==> src/hw/rtl/swcs_ram.sv <==
module swcs_ram #(
    parameter int WIDTH = 32,
    parameter int DEPTH = 32,
    localparam int AW = $clog2(DEPTH)
) (
    input  logic             clk,
    input  logic             we,
    input  logic [AW-1:0]    waddr,
    input  logic [WIDTH-1:0] wdata,
    input  logic             re,
    input  logic [AW-1:0]    raddr,
    output logic [WIDTH-1:0] rdata
);

    logic [WIDTH-1:0] mem_reg [DEPTH];
    logic [WIDTH-1:0] rdata_reg;

    always_ff @(posedge clk)
    begin
        if (we)
        begin
            mem_reg[waddr] <= wdata;
        end
        if (re)
        begin
            rdata_reg <= mem_reg[raddr];
        end
    end

    assign rdata = rdata_reg;

endmodule

==> config.mk <==
export PLATFORM = sky130hd
export DESIGN_NAME = swcs_ram
export DESIGN_NICKNAME = d
export VERILOG_FILES = /design/src/hw/rtl/swcs_ram.sv
export SDC_FILE = /design/constraint.sdc
export NUM_CORES = 1
export LEC_CHECK = 0
export ABC_AREA = 0
export BUFFER_PORTS_ARGS = -buffer_cell sky130_fd_sc_hd__buf_2
export CORE_MARGIN = 3
export CORE_UTILIZATION = 25
export DETAILED_ROUTE_END_ITERATION = 16
export GPL_ROUTABILITY_DRIVEN = 1
export GPL_TIMING_DRIVEN = 0
export HOLD_SLACK_MARGIN = 0.05
export PLACE_DENSITY_LB_ADDON = 0.15
export SYNTH_ARGS = -nofsm -noshare
export SYNTH_HDL_FRONTEND = slang
export SYNTH_SLANG_ARGS = --single-unit
==> constraint.sdc <==
create_clock -name clk -period 5.7 [get_ports clk]
set_input_delay 1.14 -clock clk [delete_from_list [all_inputs] [get_ports clk]]
set_output_delay 1.14 -clock clk [all_outputs]
set_load 0.005 [all_outputs]
# --- Word level (Yosys, flattened, before mapping) ---
# Memories as Yosys holds them, arrays and structs flattened. A register that Yosys moved wholly into a read port is not among the register bits.
# Cells that the tools add are included.
totals:
  ff_bits: 0
  latchBits: 0
  ram_bits: 1024
  mem_bits_ro: 0
  inputBits: 45
  wordCells: 3
  mem_count: 1
mem_list:
  columns: ["name", "depth", "width", "rd", "rd_clocked_by_memory_dff", "wr", "line_no", "source"]
  rows:
  - ["mem_reg", 32, 32, 1, 1, 1, "15", "logic [WIDTH-1:0] mem_reg [DEPTH];"]
classes:
  add_sub_neg: 0
  mul: 0
  div: 0
  order_cmp: 0
  n_eq_ne: 0
  n_shift: 0
  muxes: 2
  bitwise_logic: 0
  n_reduce_logical: 0
op_table:
  columns: ["op", "count"]
  rows:
  - ["$mux W1", 2]

# --- Depth between registers and ports, before layout ---
depth:
  ltp_word: 2
  ltp_mapped: 8

# --- Least setup slack after synthesis ---
# No wires, ideal clock.
synth_path:
  path_type: "input to register"
  from: "in waddr[1]"
  to: "mem mem_reg[12][0] (enable)"
  setup_time_ps: 421
  arrival_time_ps: 3153
  t_required_ps: 5279
  setup_slack_ps: 2126
  cell_stages: 3
  path_cell_list: "or3b_2 clkbuf_1 nor2_1"
synth_rtl:
  columns: ["item", "line_no", "source"]
  rows:
  - ["start: declaration", "8", "input logic [AW-1:0] waddr,"]
  - ["end: declaration", "15", null]
# No word-level cell before the write port.

==> metrics.txt <==
DIE AREA=168100 um^2; layout cell share with drive strength beyond 1=14.79%; Startpoint Class=primary input; Synthesized Nets=2305; Post-synth top cells=1056 x edfxtp_1, 512 x mux2i_1, 98 x nand2_1, 98 x nand3_1; pwr dens=344.6 nW/um^2; Die Y=410.0 um; Critical Path End=rdata[11]; Layout Area Growth over Synthesis=18.84%; slowest stage delay, CP=0.63 ns; mean routed wirelength per cell=24.45 um; GRT Total Usage=13.61%; status=finished, final reports clean; Post-CTS Setup Bufs=0; Crit. path cell count=7; post-cts hold buffer count=0; router iterations before antenna repair=5; top cell type's share of synthesized area=77.71%; first-pass GRT wire length=162.4 mm; Leakage=0.01641 uW; top post-synthesis cells by area=edfxtp_1 78%, mux2i_1 13%, a22oi_1 1.8%; Slew Limit Headroom=28.12%; IO buf count=75; routed via count=20970; Ports=77; synth warn=0; reg2reg setup slack=3.54 ns; Slowest-stage cell, CP=clkbuf_1; htree depth=3; FF-to-FF Start=mem_reg[4][11]; antenna violations before repair=11; period utilization=58.24%; FF-to-FF path depth=5; TNS Setup=0 ns; hold_sp=mem_reg[10][27]; origin of the worst setup path=raddr[3]; CP bufs+invs=3; Final Wtd Congestion=0.7370; starting density of the core=25.30%; vias per inst=4.408; vias in the first global route=21760; max reg flops=1024; endpoint class of the critical path=register; design area=48490 um^2; critical path's top delay family=buffers and inverters; DP Area=44880 um^2; Synth Register Bits=1056; Avg Inst Size Synth=18.06 um^2; PnR Total Power=16710 uW; die width=410.0 um; clk sinks=1056; CP arrival=3.67 ns; core outline area=161300 um^2; DPL Wire Length=78.94 mm; grt ovf=0; endpoints failing setup=0; cell with the most instances after synthesis=edfxtp_1; post-route ant nets=0; initial drt markers=1468; EDFF count, synth=1056; r2r endpoint=rdata[11]; CTS Buffer Depth=3; Final Hold Viols=0; largest net degree at the start of global routing=33; # DRC=0; ys async rst share=0%; RSZ-0062 raised after global routing=no; Worst-Skew Late Latency=0.72 ns; Worst VDD drop=0.2174 mV; largest area contributor in the netlist=edfxtp_1; Mapped Cells=2260; Most common cell on crit path=clkbuf_1; CTS tree=yes; clock buffer count from CTS=114; Post-CTS Resized=0; Worst-Margin Slew=1.078 ns; sequential-to-total area share from yosys stat=77.71%; Final #Nets=2530; clk_skew=0.01393 ns; Cell Rows=147; clock root cell=clkbuf_16; MaxCap Viol Count=0; Worst Path Max Fanout=10; Hold/Removal Path Class=reg -> reg; Netlist cell types=24; Main synth FF type=edfxtp_1; post-layout util=30.06%; kind of critical path=in -> reg; # fillers=15800; Post-Syn Area=40810 um^2; highest clock rate=301.2 MHz; Slew Limit Fails=0; CTS clk-pin slew, worst paths=0.06 ns; post-layout minimum cycle time=3.320 ns; WP data required=6.05 ns; total wire length=116.3 mm; crit-path cells=buf_2 -> or2_2 -> clkbuf_1 -> clkbuf_1 -> nor3_1 -> a31oi_1 -> nand3_1
cell type report:
class,count,area [um^2],area share (%)
antenna,15,37.54,0.07740
clock buffer,145,3012,6.210
clock inverter,68,565.5,1.166
sequential,1056,31710,65.39
multi-input combinational,1077,8582,17.70
tap,2160,2703,5.573
buffer,127,753.2,1.553
timing repair buffer,109,1131,2.332
worst reg2reg max path, stage by stage, from the launching register on:
cell,delay (ns)
edfxtp_1,0.37
mux2i_1,0.15
a22o_1,0.17
nor3_1,0.08
a31oi_1,0.60
nand3_1,0.41
cells in the final DEF, fill, tap and decap left out, types with 33 or more instances in the layout:
master,synthesis,final
clkbuf_16,0,116
a22o_1,64,64
buf_2,26,101
mux2i_1,512,512
buf_4,33,33
clkbuf_1,46,75
a21oi_1,96,96
nand2_1,98,98
edfxtp_1,1056,1056
nand3_1,98,98
a22oi_1,96,96
power by group:
part           internal [uW]  total, uW  switching, uW
sequential              8670       8690           25.0
clock                   4080       7100           3020
combinational            272        911            639
total                  13000      16700           3680
stage by stage:
step / hold WS [ns] / setup WS, ns / std cells
after floorplan: 0.6293 / 2.126 / 2260
after global placement: 0.7126 / 0.04649 / 4495
after detailed placement: 0.6873 / 1.684 / 4529
after CTS: 0.7017 / 2.477 / 4742
after global routing: 0.7399 / 2.394 / 4744
final: 0.6984 / 2.380 / 4757
routing by layer:
metal | up-vias | GRT usage [%] | routed length [um]
li1 | 9507 | - | -
met1 | 10870 | 17.43 | 50040
met2 | 433 | 23.42 | 57700
met3 | 147 | 2.654 | 6094
met4 | 12 | 3.761 | 2400
met5 | - | 0 | 79
cells by family after synthesis:
| logic type | count (synthesis) | synth area share, % |
|---|---|---|
| mux | 512 | 12.56 |
| simple gates | 277 | 3.076 |
| buf+inv | 127 | 1.846 |
| compound gates | 288 | 4.808 |
| flops | 1056 | 77.71 |
worst min-delay path by stage:
| stage | end | slack, ns | cells past startpoint |
|---|---|---|---|
| 2_1_floorplan | rdata[10] | 0.63 | 4 |
| 3_3_place_gp | rdata[29] | 0.71 | 4 |
| 3_5_place_dp | rdata[29] | 0.69 | 4 |
| 4_1_cts | rdata[29] | 0.70 | 4 |
| 5_1_grt | rdata[29] | 0.74 | 4 |
| 6_report | rdata[27] | 0.70 | 4 |
(Power assumes the default switching activity.)
