==> src/hw/rtl/swcs_pkg.sv <==
package swcs_pkg;

    localparam int SEQ_W       = 31;
    localparam int NOW_W       = 32;
    localparam int WIN_W       = 6;
    localparam int THR_W       = 7;
    localparam int TMO_W       = 16;
    localparam int CFG_W       = 31;
    localparam int IDX_W       = 2;
    localparam int STAMP_DEPTH = 32;
    localparam int SLOT_W      = 5;

    localparam logic [WIN_W-1:0] WINDOW_MAX    = 6'd32;
    localparam logic [THR_W-1:0] THRESH_RESET  = 7'd64;
    localparam logic [TMO_W-1:0] TIMEOUT_RESET = 16'd30;

    localparam logic [1:0] MODE_ACK     = 2'd0;
    localparam logic [1:0] MODE_FIN_ACK = 2'd1;
    localparam logic [1:0] MODE_TIMEOUT = 2'd2;

    localparam logic [1:0] ACT_SEND = 2'd0;
    localparam logic [1:0] ACT_RETX = 2'd1;
    localparam logic [1:0] ACT_FIN  = 2'd2;
    localparam logic [1:0] ACT_DONE = 2'd3;

    localparam logic [IDX_W-1:0] REG_TOTAL_PACKETS = 2'd0;
    localparam logic [IDX_W-1:0] REG_INIT_THRESH   = 2'd1;
    localparam logic [IDX_W-1:0] REG_TIMEOUT_MS    = 2'd2;

    typedef struct packed {
        logic [1:0]       mode;
        logic [SEQ_W-1:0] ack_number;
        logic [NOW_W-1:0] now_ms;
    } in_beat_t;

    typedef struct packed {
        logic [1:0]       action;
        logic [SEQ_W-1:0] sequence_res;
        logic             last;
    } out_beat_t;

    typedef struct packed {
        logic             push;
        logic             flush;
        logic [1:0]       action;
        logic [SEQ_W-1:0] seq;
    } res_cmd_t;

    typedef struct packed {
        logic room;
        logic pend_valid;
    } res_stat_t;

endpackage

==> src/hw/rtl/swcs_alu.sv <==
module swcs_alu
    import swcs_pkg::*;
(
    input  logic [NOW_W-1:0] a,
    input  logic [NOW_W-1:0] b,
    output logic [NOW_W-1:0] diff,
    output logic             lt,
    output logic             eq
);

    logic [NOW_W:0] wide;

    assign wide = {1'b0, a} - {1'b0, b};
    assign diff = wide[NOW_W-1:0];
    assign lt   = wide[NOW_W];
    assign eq   = (a == b);

endmodule

==> config.mk <==
export PLATFORM = sky130hd
export DESIGN_NAME = swcs_alu
export DESIGN_NICKNAME = d
export VERILOG_FILES = /design/src/hw/rtl/swcs_pkg.sv /design/src/hw/rtl/swcs_alu.sv
export SDC_FILE = /design/constraint.sdc
export NUM_CORES = 1
export LEC_CHECK = 0
export ABC_AREA = 1
export BUFFER_PORTS_ARGS = -buffer_cell sky130_fd_sc_hd__buf_2
export CORE_ASPECT_RATIO = 0.8
export CORE_MARGIN = 2
export CORE_UTILIZATION = 25
export DETAILED_ROUTE_END_ITERATION = 12
export GPL_TIMING_DRIVEN = 0
export PLACE_DENSITY = 0.5
export RECOVER_POWER = 25
export SLEW_MARGIN = 20
export SYNTH_ARGS = -nofsm -noshare
export SYNTH_HDL_FRONTEND = slang
export SYNTH_SLANG_ARGS = --single-unit
==> constraint.sdc <==
create_clock -name vclk -period 4.7
set_input_delay 0.47 -clock vclk [all_inputs]
set_output_delay 0.47 -clock vclk [all_outputs]
set_load 0.02 [all_outputs]
== Yosys cells after proc, flatten, opt, wreduce, memory -nomap -nowiden ==
Index checks and enable logic that the tools add are counted.

* Flip-flop bits (word level): 0
* Input port bits: 64
* Output and inout port bits: 34
* Logic and storage cells: 2

* Add/subtract/negate cells: 1
* Eq/ne operators: 1

{| class="wikitable"
|+ Operators by type and width
! operator !! count
|-
| $sub A32 B32 Y33 || 1
|-
| $eq A32 B32 Y1 || 1
|}

== Longest topological paths before layout ==
Gate-level depths: netlist (run 1).

* Depth after elaboration: 1
* Gate-level depth with buffers: 13
* Depth with buffers taken out: 13

== Worst setup path before layout (run 1) ==
No wires, ideal clock.

* Path type: input to output
* From: input port a[0]
* To: output port diff[12]
* Arrival time: 1.911 ns
* Data required time: 4.230 ns
* Path slack: 2.319 ns
* Stages: 9
* Path buffers: 0
* Cells stage by stage: inv_1 > ha_1 > fa_1 > inv_1 > nand3_1 > nand3_1 > nand3_1 > nand2_1 > xor2_1

* Word-level cells in the longest chain between the ends: 1

{| class="wikitable"
|+ Ends and longest elaborated chain
! element !! line !! text
|-
| from (decl) || swcs_alu.sv:4 || <nowiki>input logic [NOW_W-1:0] a,</nowiki>
|-
| $sub A32 B32 Y33 || swcs_alu.sv:13 || <nowiki>assign wide = {1'b0, a} - {1'b0, b};</nowiki>
|-
| to (decl) || swcs_alu.sv:6 || <nowiki>output logic [NOW_W-1:0] diff,</nowiki>
|}

No other way between the ends.

== Worst setup path in the final report (run 1) ==
* From: input port a[0]
* To: output port lt

* Word-level cells in the longest chain between the ends: 1

{| class="wikitable"
|+ Ends and longest elaborated chain
! element !! line !! text
|-
| $sub A32 B32 Y33 || swcs_alu.sv:13 ||
|-
| to (decl) || swcs_alu.sv:7 || <nowiki>output logic lt,</nowiki>
|}

No other way between the ends.

==> impl_metrics.csv, run 1 <==
group,metric,value,unit
hold_path,min_path_type,"in -> out",
run_status,status,"finished, final reports clean",
cells_and_area,syn2layout_area_growth,25.6,%
routing,drt_wl_total,8490,um
critical_path,worst_ep_arrival_time,2230,ps
placed_design,portBuffers,98,
timing,rsz0062_at_grt,"no",
grt,grt_pass1_wl,13500,um
yosys,mappedNetlistArea,0.00256,sq mm
cells_and_area,multiInputGateArea,0.00199,sq mm
yosys,synth.area.top_cells,"nand2_1 (34%), inv_1 (22%), ha_1 (16%)",
grt,antenna_found_initial,0,
timing,max_slew_margin,82.6,%
yosys,yosys.area.top_type,"nand2_1",
placed_design,place_area,0.00323,sq mm
power,power,0.464,mW
timing,final.min_clock_period,2700,ps
cells_and_area,fin_util,31.8,%
floorplan,chipWidth,117,um
floorplan,core,0.0101,sq mm
critical_path,crit_path_end_kind,"output port",
cells_and_area,nFillCells,1214,
floorplan,io_pins,98,
yosys,synth_top_area_share,34.1,%
yosys,synth_cell_type_count,19,
timing,finalSetupTns,0,ps
yosys,synthTopCellsByCount,"nand2_1 (233), inv_1 (152), nor2_1 (49)",
timing,min_period_over_period,57.4,%
timing,hold_viol_final,0,
hold_path,hp-start,"b[0]",
timing,slew_viol_final,0,
critical_path,cp_max_fo,3,
grt,grt_pass1_vias,3032,
critical_path,critPathLaunch,"a[0]",
cells_and_area,clkbuf_count,0,
yosys,avgSynthCellArea,4.65,sq um
routing,via_per_inst,4.17,
yosys,synth_warnings,0,
yosys,yosysMostFrequentCell,"nand2_1",
routing,drc,0,
cells_and_area,layout.nets,749,
routing,drt-wirelength-per-cell,10.7,um
job,maxCapViolations,0,
power,peakVddDrop,0.0402,mV
yosys,synth_cells,552,
yosys,yosysSeqAreaShare,0,%
yosys,syn-num-nets,649,
grt,grt.total_usage,15.0,%
critical_path,cp_data_required_time,4230,ps
cells_and_area,final_cells,790,
grt,grt_max_degree,8,
cells_and_area,final_layout_size_suffix_gt1_share,15.1,%
routing,first_pass_iters,4,
power,p_leak,2.32,nW
critical_path,worstSetupStartpointType,"input pin",
grt,grt-ovfl-total,0,
placed_design,place_inst,790,
critical_path,crit_type,"in -> out",
clock_network,cts_resized,0,
routing,final_antenna_net_count,0,
timing,final-setup-viol-count,0,
placed_design,gp_congestion,0.917,
floorplan,start_util,25.4,%
hold_path,holdPathStages,4,
routing,drtIter0Drc,172,
floorplan,dieArea,0.0111,sq mm
floorplan,rows,33,
routing,dr_total_vias,3295,
cells_and_area,regArea,0,sq um
placed_design,dpl.hpwl,7830,um
timing,worst_pin_slew,262,ps
clock_network,postCtsSetupBuffers,0,
cells_and_area,design_area,0.00322,sq mm
cells_and_area,design.seq.count,0,
cells_and_area,antennaDiodeCount,0,
power,power_density,144,mW/mm^2
floorplan,fp.dieH,94.6,um
clock_network,hold_buffers,0,
timing,max_freq,370,MHz
==> cells by family (layout without fill, tap and decap cells) <==
family	count (synthesis)	after routing	synth area share, %
simple gates	328	328	51.4
buf+inv	152	250	22.2
fa+ha+maj	33	33	16.4
compound gates	25	25	5.17
xor+xnor	14	14	4.78
==> worst max-delay path, stage by stage <==
cell and delay, ps:
buf_2 70, inv_1 30, ha_1 220, fa_1 430
inv_1 130, nand3_1 80, nand3_1 140, nand2_1 90
a21oi_1 190, nor2_1 80, nor2_1 90, nor2_1 50
buf_2 150
==> cell type report <==
class	instances	area share, %
inverters	152	17.7
well taps	140	5.44
multi-input cells	400	61.9
repair buffers	98	14.9
==> metal layers <==
| metal | GRT usage, % | up-vias | part of all wire (%) |
|---|---|---|---|
| met5 | 0 | - | 0 |
| met4 | 1.08 | 0 | 0.33 |
| met2 | 24.8 | 49 | 44 |
| met3 | 0.642 | 2 | 4.7 |
| li1 | - | 1809 | - |
| met1 | 22.3 | 1435 | 51 |
==> report_power, final <==
group          switching (mW)  internal (mW)
sequential                  0              0
combinational           0.305          0.159
clock                       0              0
total                   0.305          0.159
==> through the flow <==
step / hold slack [ps] / setup WS [ps]
CTS: 1340 / 2000
finish: 1360 / 2000
detailed placement: 1340 / 2010
global route: 1390 / 1850
floorplan: 1140 / 2320
global placement: 1330 / 2050
==> placed cells by master, fill, tap and decap left out, drive strengths merged, types with 7 or more instances in the layout <==
cell | Yosys | layout
nand4 | 7 | 7
nor2 | 49 | 49
inv | 152 | 152
nand2 | 239 | 239
clkbuf | 0 | 8
nand3 | 27 | 27
a21oi | 21 | 21
ha | 32 | 32
buf | 0 | 90
xor2 | 12 | 12
==> final timing paths <==
kind,endpoint,slack [ps]
worst max-delay path,lt,2000
worst min-delay path,diff[0],1360
(Power assumes the default switching activity.)
==> inputs of run 2 (changes only) <==
ABC_AREA = 0   (was 1)
PLACE_DENSITY = 0.53   (was 0.5)
clock period = 2.58 ns   (was 4.7 ns; I/O delays follow)
==> impl_metrics.csv, run 2 <==
group,metric,value,unit
cells_and_area,design_area,0.00313,sq mm
placed_design,gp_congestion,0.823,
yosys,mappedNetlistArea,0.00197,sq mm
critical_path,crit_path_max_incr_delay,390,ps
yosys,yosysMostFrequentCell,"inv_1",
cells_and_area,clkbuf_count,0,
placed_design,dpl.hpwl,5350,um
timing,max_freq,391,MHz
cells_and_area,final_layout_size_suffix_gt1_share,43.8,%
yosys,synth_cells,289,
critical_path,crit_path_end_kind,"output port",
placed_design,place_area,0.00259,sq mm
floorplan,io_pins,98,
yosys,synth_cell_type_count,56,
floorplan,fp.dieH,83.4,um
timing,final-setup-viol-count,0,
routing,drc,0,
floorplan,chipWidth,103,um
grt,grt.total_usage,14.0,%
yosys,syn-num-nets,386,
grt,antenna_found_initial,0,
grt,grt-ovfl-total,0,
floorplan,rows,28,
cells_and_area,layout_common_cells,"buf_2 (81), inv_1 (38), buf_4 (24), nand2_1 (21), ha_1 (21)",
yosys,synth.area.top_cells,"ha_1 (20%), a21oi_1 (7.9%), inv_1 (7.6%)",
hold_path,min_path_type,"in -> out",
timing,slew_viol_final,0,
routing,drtIter0Drc,100,
job,maxCapViolations,0,
critical_path,crit_type,"in -> out",
routing,drt_wl_total,6780,um
floorplan,core,0.00753,sq mm
yosys,yosys.area.top_type,"ha_1",
critical_path,cp_slowest_cell,"fa_2",
power,p_leak,1.50,nW
cells_and_area,layout.nets,499,
timing,max_slew_margin,72.4,%
cells_and_area,final_cells,505,
cells_and_area,nFillCells,784,
cells_and_area,regArea,0,sq um
yosys,yosysSeqAreaShare,0,%
yosys,avgSynthCellArea,6.82,sq um
grt,met1_usage,21.4,%
routing,first_pass_iters,4,
power,peakVddDrop,0.120,mV
grt,grt_pass1_wl,10100,um
grt,grt_pass1_vias,2185,
grt,grt_use_met2,22.3,%
placed_design,place_inst,492,
critical_path,worstSetupStartpointType,"input pin",
timing,worst_pin_slew,410,ps
routing,final_antenna_net_count,0,
grt,top_usage_layer,"met2",
floorplan,start_util,26.2,%
timing,hold_viol_final,0,
cells_and_area,final_common_cell,"buf_2",
routing,dr_total_vias,2419,
timing,rsz0062_at_grt,"yes",
critical_path,cp_max_fo,3,
routing,drt-wirelength-per-cell,13.4,um
power,power_density,318,mW/mm^2
cells_and_area,antennaDiodeCount,0,
grt,grt_max_degree,9,
critical_path,worst_ep_arrival_time,2300,ps
cells_and_area,design.seq.count,0,
cells_and_area,syn2layout_area_growth,58.5,%
yosys,synthTopCellsByCount,"inv_1 (40), ha_1 (32), a21oi_1 (31)",
yosys,synth_top_area_share,20.3,%
critical_path,cp_data_required_time,2320,ps
placed_design,portBuffers,98,
floorplan,dieArea,0.00862,sq mm
grt,use_met3,0.758,%
timing,final.min_clock_period,2560,ps
yosys,synth_warnings,0,
timing,min_period_over_period,99.2,%
routing,via_per_inst,4.79,
critical_path,cp_cell_sequence,"buf_8, inv_4, ha_4, fa_2, nor2b_4, o21ba_4, o21ai_4, a211oi_4, nor2b_2, o41ai_2, xor2_1, buf_4",
run_status,status,"finished, final reports clean",
==> run 2: worst max-delay path: cells and delay by family <==
family | cells | cell delay, ps
AO/OA/AOI/OAI | 4 | 780
AND/OR/NAND/NOR | 2 | 230
XOR/XNOR | 1 | 210
buffers and inverters | 3 | 270
adder cells (fa/ha/maj) | 2 | 540
==> run 2: metal layers <==
metal / vias up / wire, um
met2: 67 / 2990
met1: 1097 / 3410
met3: 2 / 360
met4: 0 / 23
li1: 1253 / -
met5: - / 0
==> run 2: layout make-up <==
| class | count | area (sq um) | share of cell area [%] |
|---|---|---|---|
| Timing Repair Buffer | 114 | 646 | 20.7 |
| Multi-Input combinational cell | 241 | 2160 | 69.0 |
| Inverter | 40 | 153 | 4.88 |
| Tap cell | 105 | 131 | 4.20 |
| Buffer | 5 | 40.0 | 1.28 |
==> run 2: worst paths after layout <==
| path | start | to | slack [ps] | cells past startpoint |
|---|---|---|---|---|
| hold / removal | b[0] | diff[0] | 900 | 4 |
| setup / recovery | a[0] | diff[30] | 20 | 12 |
==> run 2: power by group <==
part	internal [mW]	switching (mW)	leakage [nW]	total, mW
Combinational	0.419	0.576	1.50	0.995
Clock	0	0	0	0
Sequential	0	0	0	0
==> run 2: cell families after synthesis <==
family | synth area share (%)
AO/OA/AOI/OAI | 32.7
AND/OR/NAND/NOR | 23.6
buffers and inverters | 9.45
adder cells (fa/ha/maj) | 21.3
XOR/XNOR | 12.4
multiplexers | 0.508
==> run 2: metrics by stage <==
step	worst slack (ps)	utilization (%)	total power [mW]	setup TNS, ps	hold WS [ps]
2_1_floorplan	25.5	-	0.574	0	721
3_3_place_gp	-276	34.4	0.823	-1500	922
3_5_place_dp	-326	34.4	0.826	-1480	923
4_1_cts	-67.5	39.3	0.933	-67.5	891
5_1_grt	-53.9	41.5	1.07	-132	933
6_report	21.7	41.5	0.995	0	901
==> run 2: what timing repair did <==
item | 4_1_cts | 5_1_grt
pin swaps | 19 | 16
endpoints found under the hold margin | 0 | 0
setup buffers | 10 | 6
hold buffers | 0 | 0
resized for setup | 56 | 35
endpoints found under the setup margin | 10 | 11
