$ cat src/hw/rtl/swcs_pkg.sv
package swcs_pkg;

    localparam int SEQ_W       = 31;
    localparam int NOW_W       = 32;
    localparam int WIN_W       = 6;
    localparam int THR_W       = 7;
    localparam int TMO_W       = 16;
    localparam int CFG_W       = 31;
    localparam int IDX_W       = 2;
    localparam int STAMP_DEPTH = 32;
    localparam int SLOT_W      = 5;

    localparam logic [WIN_W-1:0] WINDOW_MAX    = 6'd32;
    localparam logic [THR_W-1:0] THRESH_RESET  = 7'd64;
    localparam logic [TMO_W-1:0] TIMEOUT_RESET = 16'd30;

    localparam logic [1:0] MODE_ACK     = 2'd0;
    localparam logic [1:0] MODE_FIN_ACK = 2'd1;
    localparam logic [1:0] MODE_TIMEOUT = 2'd2;

    localparam logic [1:0] ACT_SEND = 2'd0;
    localparam logic [1:0] ACT_RETX = 2'd1;
    localparam logic [1:0] ACT_FIN  = 2'd2;
    localparam logic [1:0] ACT_DONE = 2'd3;

    localparam logic [IDX_W-1:0] REG_TOTAL_PACKETS = 2'd0;
    localparam logic [IDX_W-1:0] REG_INIT_THRESH   = 2'd1;
    localparam logic [IDX_W-1:0] REG_TIMEOUT_MS    = 2'd2;

    typedef struct packed {
        logic [1:0]       mode;
        logic [SEQ_W-1:0] ack_number;
        logic [NOW_W-1:0] now_ms;
    } in_beat_t;

    typedef struct packed {
        logic [1:0]       action;
        logic [SEQ_W-1:0] sequence_res;
        logic             last;
    } out_beat_t;

    typedef struct packed {
        logic             push;
        logic             flush;
        logic [1:0]       action;
        logic [SEQ_W-1:0] seq;
    } res_cmd_t;

    typedef struct packed {
        logic room;
        logic pend_valid;
    } res_stat_t;

endpackage

$ cat src/hw/rtl/swcs_chan_if.sv
interface swcs_chan_if #(
    parameter type payload_t = logic
) ();

    logic     valid;
    logic     ready;
    payload_t data;

    modport source (output valid, output data, input ready);
    modport sink (input valid, input data, output ready);

endinterface

$ cat src/hw/rtl/swcs_out.sv
module swcs_out
    import swcs_pkg::*;
(
    input  logic        clk,
    input  logic        rst_n,
    input  res_cmd_t    cmd,
    output res_stat_t   stat,
    swcs_chan_if.source result
);

    // One result is held back so that the last flag is known when it leaves.
    logic             pend_valid_reg, pend_valid_next;
    logic [1:0]       pend_action_reg, pend_action_next;
    logic [SEQ_W-1:0] pend_seq_reg, pend_seq_next;
    logic             out_valid_reg, out_valid_next;
    out_beat_t        out_data_reg, out_data_next;
    logic             out_free;
    logic             room;

    assign out_free = !out_valid_reg || result.ready;
    assign room     = !pend_valid_reg || out_free;

    always_comb
    begin
        pend_valid_next  = pend_valid_reg;
        pend_action_next = pend_action_reg;
        pend_seq_next    = pend_seq_reg;
        out_valid_next   = out_valid_reg && !result.ready;
        out_data_next    = out_data_reg;
        if (cmd.push && room)
        begin
            if (pend_valid_reg)
            begin
                out_valid_next = 1'b1;
                out_data_next  = '{action: pend_action_reg, sequence_res: pend_seq_reg,
                                   last: 1'b0};
            end
            pend_valid_next  = 1'b1;
            pend_action_next = cmd.action;
            pend_seq_next    = cmd.seq;
        end
        else if (cmd.flush && pend_valid_reg && out_free)
        begin
            out_valid_next  = 1'b1;
            out_data_next   = '{action: pend_action_reg, sequence_res: pend_seq_reg,
                                last: 1'b1};
            pend_valid_next = 1'b0;
        end
    end

    always_ff @(posedge clk or negedge rst_n)
    begin
        if (!rst_n)
        begin
            pend_valid_reg <= 1'b0;
            out_valid_reg  <= 1'b0;
        end
        else
        begin
            pend_valid_reg <= pend_valid_next;
            out_valid_reg  <= out_valid_next;
        end
    end

    always_ff @(posedge clk)
    begin
        pend_action_reg <= pend_action_next;
        pend_seq_reg    <= pend_seq_next;
        out_data_reg    <= out_data_next;
    end

    assign stat.room       = room;
    assign stat.pend_valid = pend_valid_reg;
    assign result.valid    = out_valid_reg;
    assign result.data     = out_data_reg;

endmodule

$ cat src/flat_wrapper.sv
// flat-port wrapper written by rule: the top's interface ports become plain ports
module swcs_out_flat import swcs_pkg::*;
  (clk, rst_n, cmd, stat, result_valid, result_data, result_ready);
  swcs_chan_if result_i ();
  input  logic clk;
  input  logic rst_n;
  input  res_cmd_t cmd;
  output res_stat_t stat;
  output wire logic [$bits(result_i.valid)-1:0] result_valid;
  output wire logic [$bits(result_i.data)-1:0] result_data;
  input wire logic [$bits(result_i.ready)-1:0] result_ready;
  assign result_valid = result_i.valid;
  assign result_data = result_i.data;
  assign result_i.ready = result_ready;
  swcs_out u_core (.clk(clk), .rst_n(rst_n), .cmd(cmd), .stat(stat), .result(result_i));
endmodule
$ cat config.mk
export PLATFORM = sky130hd
export DESIGN_NAME = swcs_out_flat
export DESIGN_NICKNAME = d
export VERILOG_FILES = /design/src/hw/rtl/swcs_pkg.sv /design/src/hw/rtl/swcs_chan_if.sv /design/src/hw/rtl/swcs_out.sv /design/src/flat_wrapper.sv
export SDC_FILE = /design/constraint.sdc
export NUM_CORES = 1
export LEC_CHECK = 0
export BUFFER_PORTS_ARGS = -buffer_cell sky130_fd_sc_hd__buf_2
export CAP_MARGIN = 15
export CORE_AREA = 5 5 42 44
export CTS_CLUSTER_DIAMETER = 80
export CTS_CLUSTER_SIZE = 14
export DETAILED_ROUTE_END_ITERATION = 8
export DIE_AREA = 0 0 47 49
export PLACE_DENSITY = 0.52
export SLEW_MARGIN = 5
export SYNTH_ARGS = -nofsm -noshare
export SYNTH_HDL_FRONTEND = slang
export SYNTH_SLANG_ARGS = --single-unit
$ cat constraint.sdc
create_clock -name clk -period 1.1 [get_ports clk]
set_clock_uncertainty 0.2 [all_clocks]
set_input_delay 0.33 -clock clk [delete_from_list [all_inputs] [get_ports clk]]
set_output_delay 0.33 -clock clk [all_outputs]
set_load 0.01 [all_outputs]
After elaboration in Yosys (flattened, before gate mapping)
Cells that the tools add are included.

Output and inout port bits: 4. Logic and storage cells: 23. Bits in registers: 3.

Reduce and logical (&&, ||, !) cells: 11. Eq/ne operators: 1. Mux-type cells: 8.

Operators with widths (count): 1-bit 2-to-1 mux (8); 1-bit logical AND (4); 1-bit logical NOT (3); 1-bit logical OR (2); 2-bit by 1-bit inequality test with 1-bit output (second input constant) (1); 2-bit AND reduction (1); 2-bit nonzero test (1).

Depth between registers and ports, before layout
Gate-level depths: netlist of run 1.

Depth after elaboration: 6. Gate-level depth with buffers: 2. Depth with buffers taken out: 2.

Worst setup path before layout of run 1
OpenSTA, ideal clock, no wires.

Path type: register -> output. Start: reg u_core.out_valid_reg (netlist: u_core.result.valid). End: out stat[1] (netlist bit). Path buffers: 1. Path slack: -0.117 ns. Stages on the path, launching flop included: 3. Data arrival time: 0.687 ns. Cell sequence: dfrtp_1 nand3b_1 buf_4.

Longest elaborated chain between the ends: 3.

Ends and longest elaborated chain: from (decl) (line swcs_out.sv:15) `logic out_valid_reg, out_valid_next;`; from (signal assigned) (line swcs_out.sv:61) `out_valid_reg <= out_valid_next;`; 1-bit logical NOT (line swcs_out.sv:20) `assign out_free = !out_valid_reg || result.ready;`; 1-bit logical OR (line swcs_out.sv:20); 1-bit logical OR (line swcs_out.sv:21) `assign room = !pend_valid_reg || out_free;`; to (decl) (line flat_wrapper.sv:8) `output res_stat_t stat;`.

No other way between the ends.

==> results.json, run 1 <==
{
  "rows": 14,
  "grt.total_usage_pct": 4.16,
  "grt_pass1_wl_microns": 565,
  "hold_violations": 0,
  "vdd_drop_max_mv": 0.198,
  "ys_top_cells_by_area": "dfrtp_1 34%, edfxtp_1 20%, buf_4 10%, nand2b_4 9.2%, nand2_1 5.0%",
  "wl_per_cell_microns": 7.60,
  "end_kind": "output pin",
  "critPathRequiredTime_ns": 0.57,
  "fmax_ghz": 0.721,
  "grt_pass1_vias": 164,
  "worst-path-max-fanout": 3,
  "clockBufferDepth": 2,
  "drt_first_pass_iters": 2,
  "power_mw": 0.448,
  "grt_max_degree": 4,
  "critPathLaunchType": "flop",
  "hp-class": "input port to flop",
  "place_inst": 40,
  "powerDensity_nw_per_um2": 1440,
  "synth_nets": 52,
  "async_flop_share_pct": 66.7,
  "rsz0062_at_grt": "yes",
  "seq_area_frac_synth_pct": 53.8,
  "synthCells": 14,
  "synth_edf_count": 1,
  "fin_nets": 71,
  "timing.hold.ws_ns": 0.125,
  "antenna_found_initial": 0,
  "cts.sinks": 3,
  "critPathMaxStageDelay_ns": 0.38,
  "ctsHtreeMaxLevel": 1,
  "synth_area_leader_cell": "dfrtp_1",
  "port_buffers": 8,
  "final_cells": 48,
  "violations": "negative setup slack",
  "slew_violations": 0,
  "dp_slack_ns": -0.179,
  "period_needed_ns": 1.39,
  "synth_top_area_share_pct": 33.6,
  "dp_hpwl_microns": 275,
  "ys.flop_type": "dfrtp_1",
  "status": "finished, violations left",
  "setup_viol": 6,
  "via_per_inst": 3.35,
  "io_pins": 42,
  "ys_top_cells_by_count": "2 x buf_4, 2 x dfrtp_1, 2 x nand2_1",
  "drive_gt1_share_pct": 71.9,
  "timing.final.ws_setup_ns": -0.287,
  "clk_latency_ns": 0.23,
  "finish.instance_area_sq_um": 310,
  "clk_pin_slew_ns": 0.03,
  "cap_violations": 0,
  "tightest_slew_ns": 0.166,
  "drt-total-wl_microns": 365,
  "slowest_stage": "dfrtp_1",
  "period_share_pct": 126,
  "ant_nets": 0,
  "drcViolationCount": 0,
  "num_vias": 161,
  "cts_made_buffers": 3,
  "synthesis.area_sq_um": 149,
  "yosys_warnings": 0,
  "start_util_pct": 10.6,
  "fp.coreArea_sq_um": 1400,
  "die_x_microns": 47,
  "ys_types": 11,
  "cts_root_buffer": "clkbuf_4",
  "avgSynthCellArea_sq_um": 10.6,
  "timing.critical_path.cells": "nand3b_1, buf_2",
  "dpl-instance-area_sq_um": 224,
  "criticalPathCategory": "flop to output pin",
  "cts_tree": "yes",
  "die_y_microns": 49,
  "crit_arrival_ns": 0.86,
  "synth_seq_cells": 3,
  "dieArea_sq_um": 2300,
  "grt-ovfl-total": 0,
  "n_antenna_cell": 0,
  "area_delta_synth_final_pct": 108,
  "leakagePower_nw": 0.150,
  "drtIter0Drc": 4,
  "slew_headroom_pct": 88.9,
  "gp_congestion": 0.590
}
## layer usage
layer,global-route usage (%),vias to the layer above,part of all wire (%)
met5,0,-,0
met4,9.68,0,5.8
met3,0.738,2,16
met2,4.98,8,48
met1,3.08,68,30
li1,-,83,-
## placed cells by master, fill, tap and decap left out
cell and n:
nor2_2 1, nand2_1 1, buf_4 6, dfrtp_1 2, nor2b_4 1, edfxtp_1 1
clkbuf_1 1, inv_1 1, buf_2 8, dlygate4sd3_1 1, clkbuf_4 3, nand3b_1 1
nand2_2 1, nand2b_4 1, o21ai_4 1, a31oi_1 1, buf_6 1
## cells by family after synthesis
family	count (synthesis)	synth area share (%)
buf+inv	3	12.6
compound gates	2	7.56
flops	3	53.8
simple gates	6	26.1
## final cells by class
cell class	count	area, sq um
fillers	173	1090
repair buffers	16	106
flip-flops and latches	3	80.1
multi-input cells	8	73.8
clock buffers	4	26.3
well taps	16	20.0
inverters	1	3.75
## worst paths after layout
kind / start / end / slack (ns) / depth (start not counted)
setup / recovery: u_core.result.valid / stat[1] / -0.29 / 2
hold / removal: cmd[33] / u_core.pend_valid_reg / 0.13 / 2
setup reg to reg: u_core.pend_valid_reg / u_core.result.data / -0.12 / 4
hold reg to reg: u_core.result.valid / u_core.result.valid / 0.53 / 4
max in group asynchronous: rst_n / u_core.result.valid / 0.39 / 2
min in group asynchronous: rst_n / u_core.pend_valid_reg / 0.21 / 2
## stage by stage
step / TNS, ns / util (%)
after floorplan: -0.158 / -
after global placement: -0.339 / 16.0
after detailed placement: -0.394 / 16.0
after CTS: -0.951 / 20.4
after global routing: -1.31 / 22.1
final: -0.996 / 22.1
## power breakdown
group / total, mW / internal [mW] / switching, mW
clock network: 0.190 / 0.136 / 0.0546
logic: 0.121 / 0.0722 / 0.0491
registers: 0.136 / 0.130 / 0.00632
## worst max-delay path: cells and delay by family (launching register included)
family                 cells  cell delay [ns]
AND/OR/NAND/NOR            1             0.11
flip-flops                 1             0.38
buffers and inverters      1             0.14
## timing repair
action | CTS | global route
hold endpoints to repair | 2 | 0
endpoints found under the setup margin | 6 | 8
buffers inserted | 2 | 2
pin swaps | 1 | 3
resized for setup | 3 | 4
hold buffers | 1 | 0
gates cloned | 0 | 0
Power figures use the tool's default switching activity.
==> run 2, diff against run 1 <==
ABC_AREA = 1   (was unset)
PLACE_DENSITY = 0.53   (was 0.52)
clock period = 1.15 ns   (was 1.1 ns; I/O delays follow)
==> run 2 against run 1 <==
Compared with the run above: the run still ends with negative setup slack left; setup slack improved by 0.054 ns; sequential cell count unchanged; total power decreased by 12%; clock power decreased by 6%; die area unchanged; critical path depth unchanged; global-route usage increased by 0.63 points; area after synthesis increased by 2.5%; synthesized cell count increased by 29%; first-iteration DRC count decreased by 100%; critical endpoint unchanged; largest cell class unchanged; highest routed layer is now met3.
==> results.json, run 2 <==
{
  "violations": "negative setup slack",
  "cts.sinks": 3,
  "antenna_found_initial": 0,
  "final_cell_mix": "7 x buf_2, 6 x buf_4, 4 x nand2_1",
  "slew_violations": 0,
  "port_buffers": 8,
  "synth_nets": 56,
  "ys_types": 9,
  "yosys_warnings": 0,
  "cts_made_buffers": 3,
  "drtIter0Drc": 0,
  "period_share_pct": 120,
  "via_per_inst": 3.18,
  "fp.coreArea_sq_um": 1400,
  "clk_pin_slew_ns": 0.03,
  "worst-path-max-fanout": 3,
  "internal_power_mw": 0.303,
  "vdd_drop_max_mv": 0.206,
  "fin_nets": 74,
  "criticalPathCategory": "flop to output pin",
  "period_needed_ns": 1.38,
  "slew_headroom_pct": 90.1,
  "pwr-share-seq_pct": 32.7,
  "place_inst": 43,
  "seqCellArea_sq_um": 80.1,
  "ant_nets": 0,
  "avgSynthCellArea_sq_um": 8.48,
  "cts_tree": "yes",
  "grt_pass1_wl_microns": 690,
  "grt_pass1_vias": 195,
  "dieArea_sq_um": 2300,
  "wl_per_cell_microns": 7.47,
  "clockBufferDepth": 2,
  "final_core_util_pct": 20.5,
  "end_kind": "output pin",
  "fmax_ghz": 0.723,
  "io_pins": 42,
  "critPathLaunchType": "flop",
  "fillers": 167,
  "cts_root_buffer": "clkbuf_4",
  "drt-total-wl_microns": 381,
  "drt_first_pass_iters": 1,
  "timing.final.ws_setup_ns": -0.233,
  "ys_top_cells_by_count": "5 x nand2_1, 3 x inv_1, 2 x buf_4, 2 x dfrtp_1, 2 x nor2_1",
  "power_switching_mw": 0.0933,
  "powerDensity_nw_per_um2": 1380,
  "drive_gt1_share_pct": 57.1,
  "synth_seq_cells": 3,
  "synthesis.area_sq_um": 153,
  "async_flop_share_pct": 66.7,
  "clk_latency_ns": 0.23,
  "synth_area_leader_cell": "dfrtp_1",
  "ctsHtreeMaxLevel": 1,
  "hp-class": "input port to flop",
  "switching_share_pct": 23.6,
  "clkPwrFrac_pct": 45.2,
  "timing.setup.tns_ns": -0.807,
  "pwr-share-comb_pct": 22.1,
  "tightest_slew_ns": 0.146,
  "gp_congestion": 0.714,
  "critPathRequiredTime_ns": 0.60,
  "leakagePower_nw": 0.150,
  "grt_max_degree": 5,
  "synthCells": 18,
  "synth.most_common_cell": "nand2_1",
  "ys.flop_type": "dfrtp_1",
  "rows": 14,
  "grt-ovfl-total": 0,
  "final_common_cell": "buf_2",
  "ys_top_cells_by_area": "dfrtp_1 33%, edfxtp_1 20%, nand2_1 12%, buf_4 9.8%, inv_1 7.4%",
  "seq_area_frac_synth_pct": 52.5,
  "cap_violations": 0,
  "area_delta_synth_final_pct": 88.5,
  "setup_viol": 6,
  "die_x_microns": 47,
  "multi_input_area_sq_um": 48.8,
  "grt.total_usage_pct": 4.79,
  "synth_top_area_share_pct": 32.8,
  "num_vias": 162,
  "status": "finished, violations left",
  "die_y_microns": 49,
  "rsz0062_at_grt": "yes",
  "final_cells": 51,
  "crit_arrival_ns": 0.84,
  "n_antenna_cell": 0,
  "synth_edf_count": 1,
  "drcViolationCount": 0,
  "start_util_pct": 10.9,
  "hold_violations": 0
}
## run 2: cell count changes after synthesis
cell	before	now
a31oi_1	1	0
inv_1	1	3
nand2_1	2	5
nand2b_4	1	0
nand3_1	0	1
nand3_2	0	1
nand3b_1	1	0
nor2_1	1	2
nor2b_1	1	0
## run 2: power groups by stage
stage | logic (mW) | registers, mW | clock network, mW
after floorplan | 0.0337 | 0.134 | 0
after global placement | 0.0644 | 0.130 | 0
after detailed placement | 0.0651 | 0.132 | 0
after CTS | 0.0827 | 0.130 | 0.189
after global routing | 0.0999 | 0.131 | 0.204
final | 0.0876 | 0.129 | 0.179
## run 2: what timing repair did
action / CTS / global route
setup endpoints to repair: 5 / 8
gates cloned: 0 / 0
buffers inserted: 2 / 1
endpoints found under the hold margin: 2 / 0
hold buffers: 1 / 0
resized for setup: 1 / 1
pin swaps: 1 / 1
## run 2: final timing paths
kind,start,end,slack (ns),cells past startpoint
worst max-delay path,u_core.pend_valid_reg,stat[1],-0.23,2
worst min-delay path,cmd[34],u_core.pend_valid_reg,0.17,3
worst max register to register,u_core.result.valid,u_core.result.data,-0.09,4
worst min register to register,u_core.pend_valid_reg,u_core.pend_valid_reg,0.55,4
max in group asynchronous,rst_n,u_core.result.valid,0.42,2
min in group asynchronous,rst_n,u_core.pend_valid_reg,0.24,2
## run 2: cell families after synthesis
logic type	count (synthesis)	synth area share, %
buffers and inverters	5	17.2
AOI/OAI and AO/OA	1	3.28
DFF	3	52.5
and+or+nand+nor	9	27.0
## run 2: per-stage QoR
stage / hold WS [ns] / total power, mW / setup WS [ns] / cell area (sq um)
final: 0.166 / 0.396 / -0.233 / 288
after CTS: 0.163 / 0.401 / -0.251 / 278
after global routing: 0.183 / 0.434 / -0.289 / 288
after global placement: -0.0686 / 0.195 / -0.103 / 220
after detailed placement: -0.0695 / 0.197 / -0.123 / 220
after floorplan: -0.151 / 0.167 / -0.0224 / 156
## run 2: metal layers
layer  wire, microns  up-vias  track usage (%)
met4               0        0             8.29
met1             128       70             3.30
met5               0        -                0
li1                -       86                -
met3              39        0             1.11
met2             213        6             7.24
## run 2: layout make-up
cell class | count | area share, %
timing repair buffer | 15 | 35.2
sequential | 3 | 27.8
multi-input combinational | 10 | 17.0
inverter | 3 | 3.91
tap | 16 | 6.96
clock buffer | 4 | 9.13
## run 2: critical path, stage by stage (launching register included)
cell	delay, ns
dfrtp_1	0.38
nand3_2	0.10
buf_6	0.13
==> run 3, diff against run 2 <==
CELL_PAD_IN_SITES_DETAIL_PLACEMENT = 1   (was unset)
CELL_PAD_IN_SITES_GLOBAL_PLACEMENT = 1   (was unset)
CORE_AREA = unset   (was 5 5 42 44)
CORE_MARGIN = 5   (was unset)
CORE_UTILIZATION = 10   (was unset)
CTS_BUF_LIST = sky130_fd_sc_hd__clkbuf_4 sky130_fd_sc_hd__clkbuf_8   (was unset)
DIE_AREA = unset   (was 0 0 47 49)
PLACE_DENSITY = 0.83   (was 0.53)
==> run 3 against run 2 <==
Compared with the run above: the flow still finishes with violations (negative setup slack); sequential power about the same; utilization decreased by 0.89 points; setup slack improved by 0.0040 ns; total power rose by 9.8%; sequential cell count is the same; non-clock buffer count shrank 1; critical endpoint unchanged; largest power group unchanged.
==> results.json, run 3 (same netlist as run 2, synthesis figures left out) <==
{
  "power_switching_mw": 0.111,
  "status": "finished, violations left",
  "cts_root_buffer": "clkbuf_4",
  "cap_violations": 0,
  "cts_tree": "yes",
  "start_util_pct": 10.4,
  "powerDensity_nw_per_um2": 1510,
  "fp.coreArea_sq_um": 1470,
  "rows": 14,
  "clk_latency_ns": 0.24,
  "violations": "negative setup slack",
  "final_core_util_pct": 19.6,
  "setup_viol": 5,
  "final_common_cell": "buf_2",
  "critPathMaxStageDelay_ns": 0.37,
  "grt.total_usage_pct": 4.80,
  "dieArea_sq_um": 2410,
  "pwr-share-comb_pct": 20.5,
  "drt_first_pass_iters": 1,
  "fin_nets": 73,
  "vdd_drop_max_mv": 0.189,
  "n_antenna_cell": 0,
  "slowest_stage": "dfrtp_1",
  "rrSetupSlack_ns": -0.09,
  "crit_family": "flip-flops",
  "drtIter0Drc": 0,
  "grt_max_degree": 5,
  "leakagePower_nw": 0.152,
  "die_x_microns": 49.1,
  "drcViolationCount": 0,
  "io_pins": 42,
  "drive_gt1_share_pct": 58.8,
  "grt-ovfl-total": 0,
  "cts_made_buffers": 3,
  "wl_per_cell_microns": 10.0,
  "via_per_inst": 3.44,
  "final_cell_mix": "7 x buf_2, 5 x buf_4, 4 x nand2_1, 4 x clkbuf_4",
  "drt-total-wl_microns": 502,
  "pwr-share-seq_pct": 29.5,
  "timing.final.ws_setup_ns": -0.229,
  "grt_pass1_wl_microns": 779,
  "end_kind": "output pin",
  "ctsHtreeMaxLevel": 1,
  "slew_violations": 0,
  "cts.sinks": 3,
  "clk_pin_slew_ns": 0.04,
  "cp_num_buf_inv": 1,
  "antenna_found_initial": 0,
  "die_y_microns": 49.1,
  "cp_num_cells": 2,
  "power_mw": 0.435,
  "area_delta_synth_final_pct": 89.3,
  "port_buffers": 8,
  "period_needed_ns": 1.38,
  "hp-class": "input port to flop",
  "internal_power_mw": 0.324,
  "grt_pass1_vias": 202,
  "fmax_ghz": 0.725,
  "r2r_cells": 4,
  "tightest_slew_ns": 0.146,
  "clockBufferDepth": 2,
  "critPathRequiredTime_ns": 0.60,
  "criticalPathCategory": "flop to output pin",
  "rsz0062_at_grt": "yes",
  "num_vias": 172,
  "hold_depth": 3,
  "worst-path-max-fanout": 3,
  "ant_nets": 0,
  "gp_congestion": 0.621,
  "clkPwrFrac_pct": 50.0,
  "hold_violations": 0,
  "timing.critical_path.cells": "nand3_2, buf_6",
  "crit_arrival_ns": 0.83,
  "critPathLaunchType": "flop",
  "period_share_pct": 120,
  "switching_share_pct": 25.4,
  "slew_headroom_pct": 90.2
}
[run 3: cell count changes in the layout (fill, tap and decap cells not counted), sizes merged]
cell / previous run / this run
buf: 14 / 13
[run 3: cell type report]
cell class | count | area (sq um)
Timing Repair Buffer | 14 | 93.8
Clock buffer | 4 | 30.0
Tap cell | 16 | 20.0
Sequential cell | 3 | 80.1
Inverter | 3 | 11.3
Multi-Input combinational cell | 10 | 53.8
Fill cell | 187 | 1180
[run 3: repair_timing]
action	4_1_cts	5_1_grt
hold buffers	1	0
gates resized for setup	1	2
hold endpoints to repair	2	0
pin swaps	0	1
setup buffers	1	1
setup endpoints to repair	5	5
[run 3: tightest hold or removal path, stage by stage]
cell and delay, ns:
buf_2 0.11, inv_1 0.04, nand3_1 0.06
[run 3: per-layer routing]
layer	vias to the layer above	part of all wire, %	GRT usage (%)
li1	84	-	-
met1	75	31	3.48
met2	9	55	6.87
met3	4	5.8	1.53
met4	0	7.8	9.42
met5	-	0	0
[run 3: final timing paths]
check / startpoint / to
max in group asynchronous: rst_n / u_core.result.valid
min in group asynchronous: rst_n / u_core.pend_valid_reg
hold / removal: cmd[34] / u_core.pend_valid_reg
hold reg to reg: u_core.result.valid / u_core.pend_valid_reg
setup reg to reg: u_core.result.valid / u_core.result.data
setup / recovery: u_core.pend_valid_reg / stat[1]
[run 3: metrics by stage]
step | hold WS, ns | setup WS (ns) | setup TNS [ns] | instances | area [sq um]
CTS | 0.151 | -0.243 | -0.782 | 49 | 274
detailed placement | -0.0649 | -0.117 | -0.183 | 43 | 220
global route | 0.180 | -0.264 | -0.974 | 50 | 289
floorplan | -0.151 | -0.0224 | -0.0224 | 18 | 156
global placement | -0.0678 | -0.114 | -0.155 | 43 | 220
finish | 0.158 | -0.229 | -0.795 | 50 | 289
[run 3: power by group through the flow]
| stage | sequential (mW) | clock [mW] | combinational (mW) |
|---|---|---|---|
| after floorplan | 0.134 | 0 | 0.0337 |
| after CTS | 0.129 | 0.227 | 0.0805 |
| final | 0.128 | 0.218 | 0.0892 |
| after global placement | 0.130 | 0 | 0.0649 |
| after detailed placement | 0.132 | 0 | 0.0671 |
| after global routing | 0.129 | 0.236 | 0.0975 |
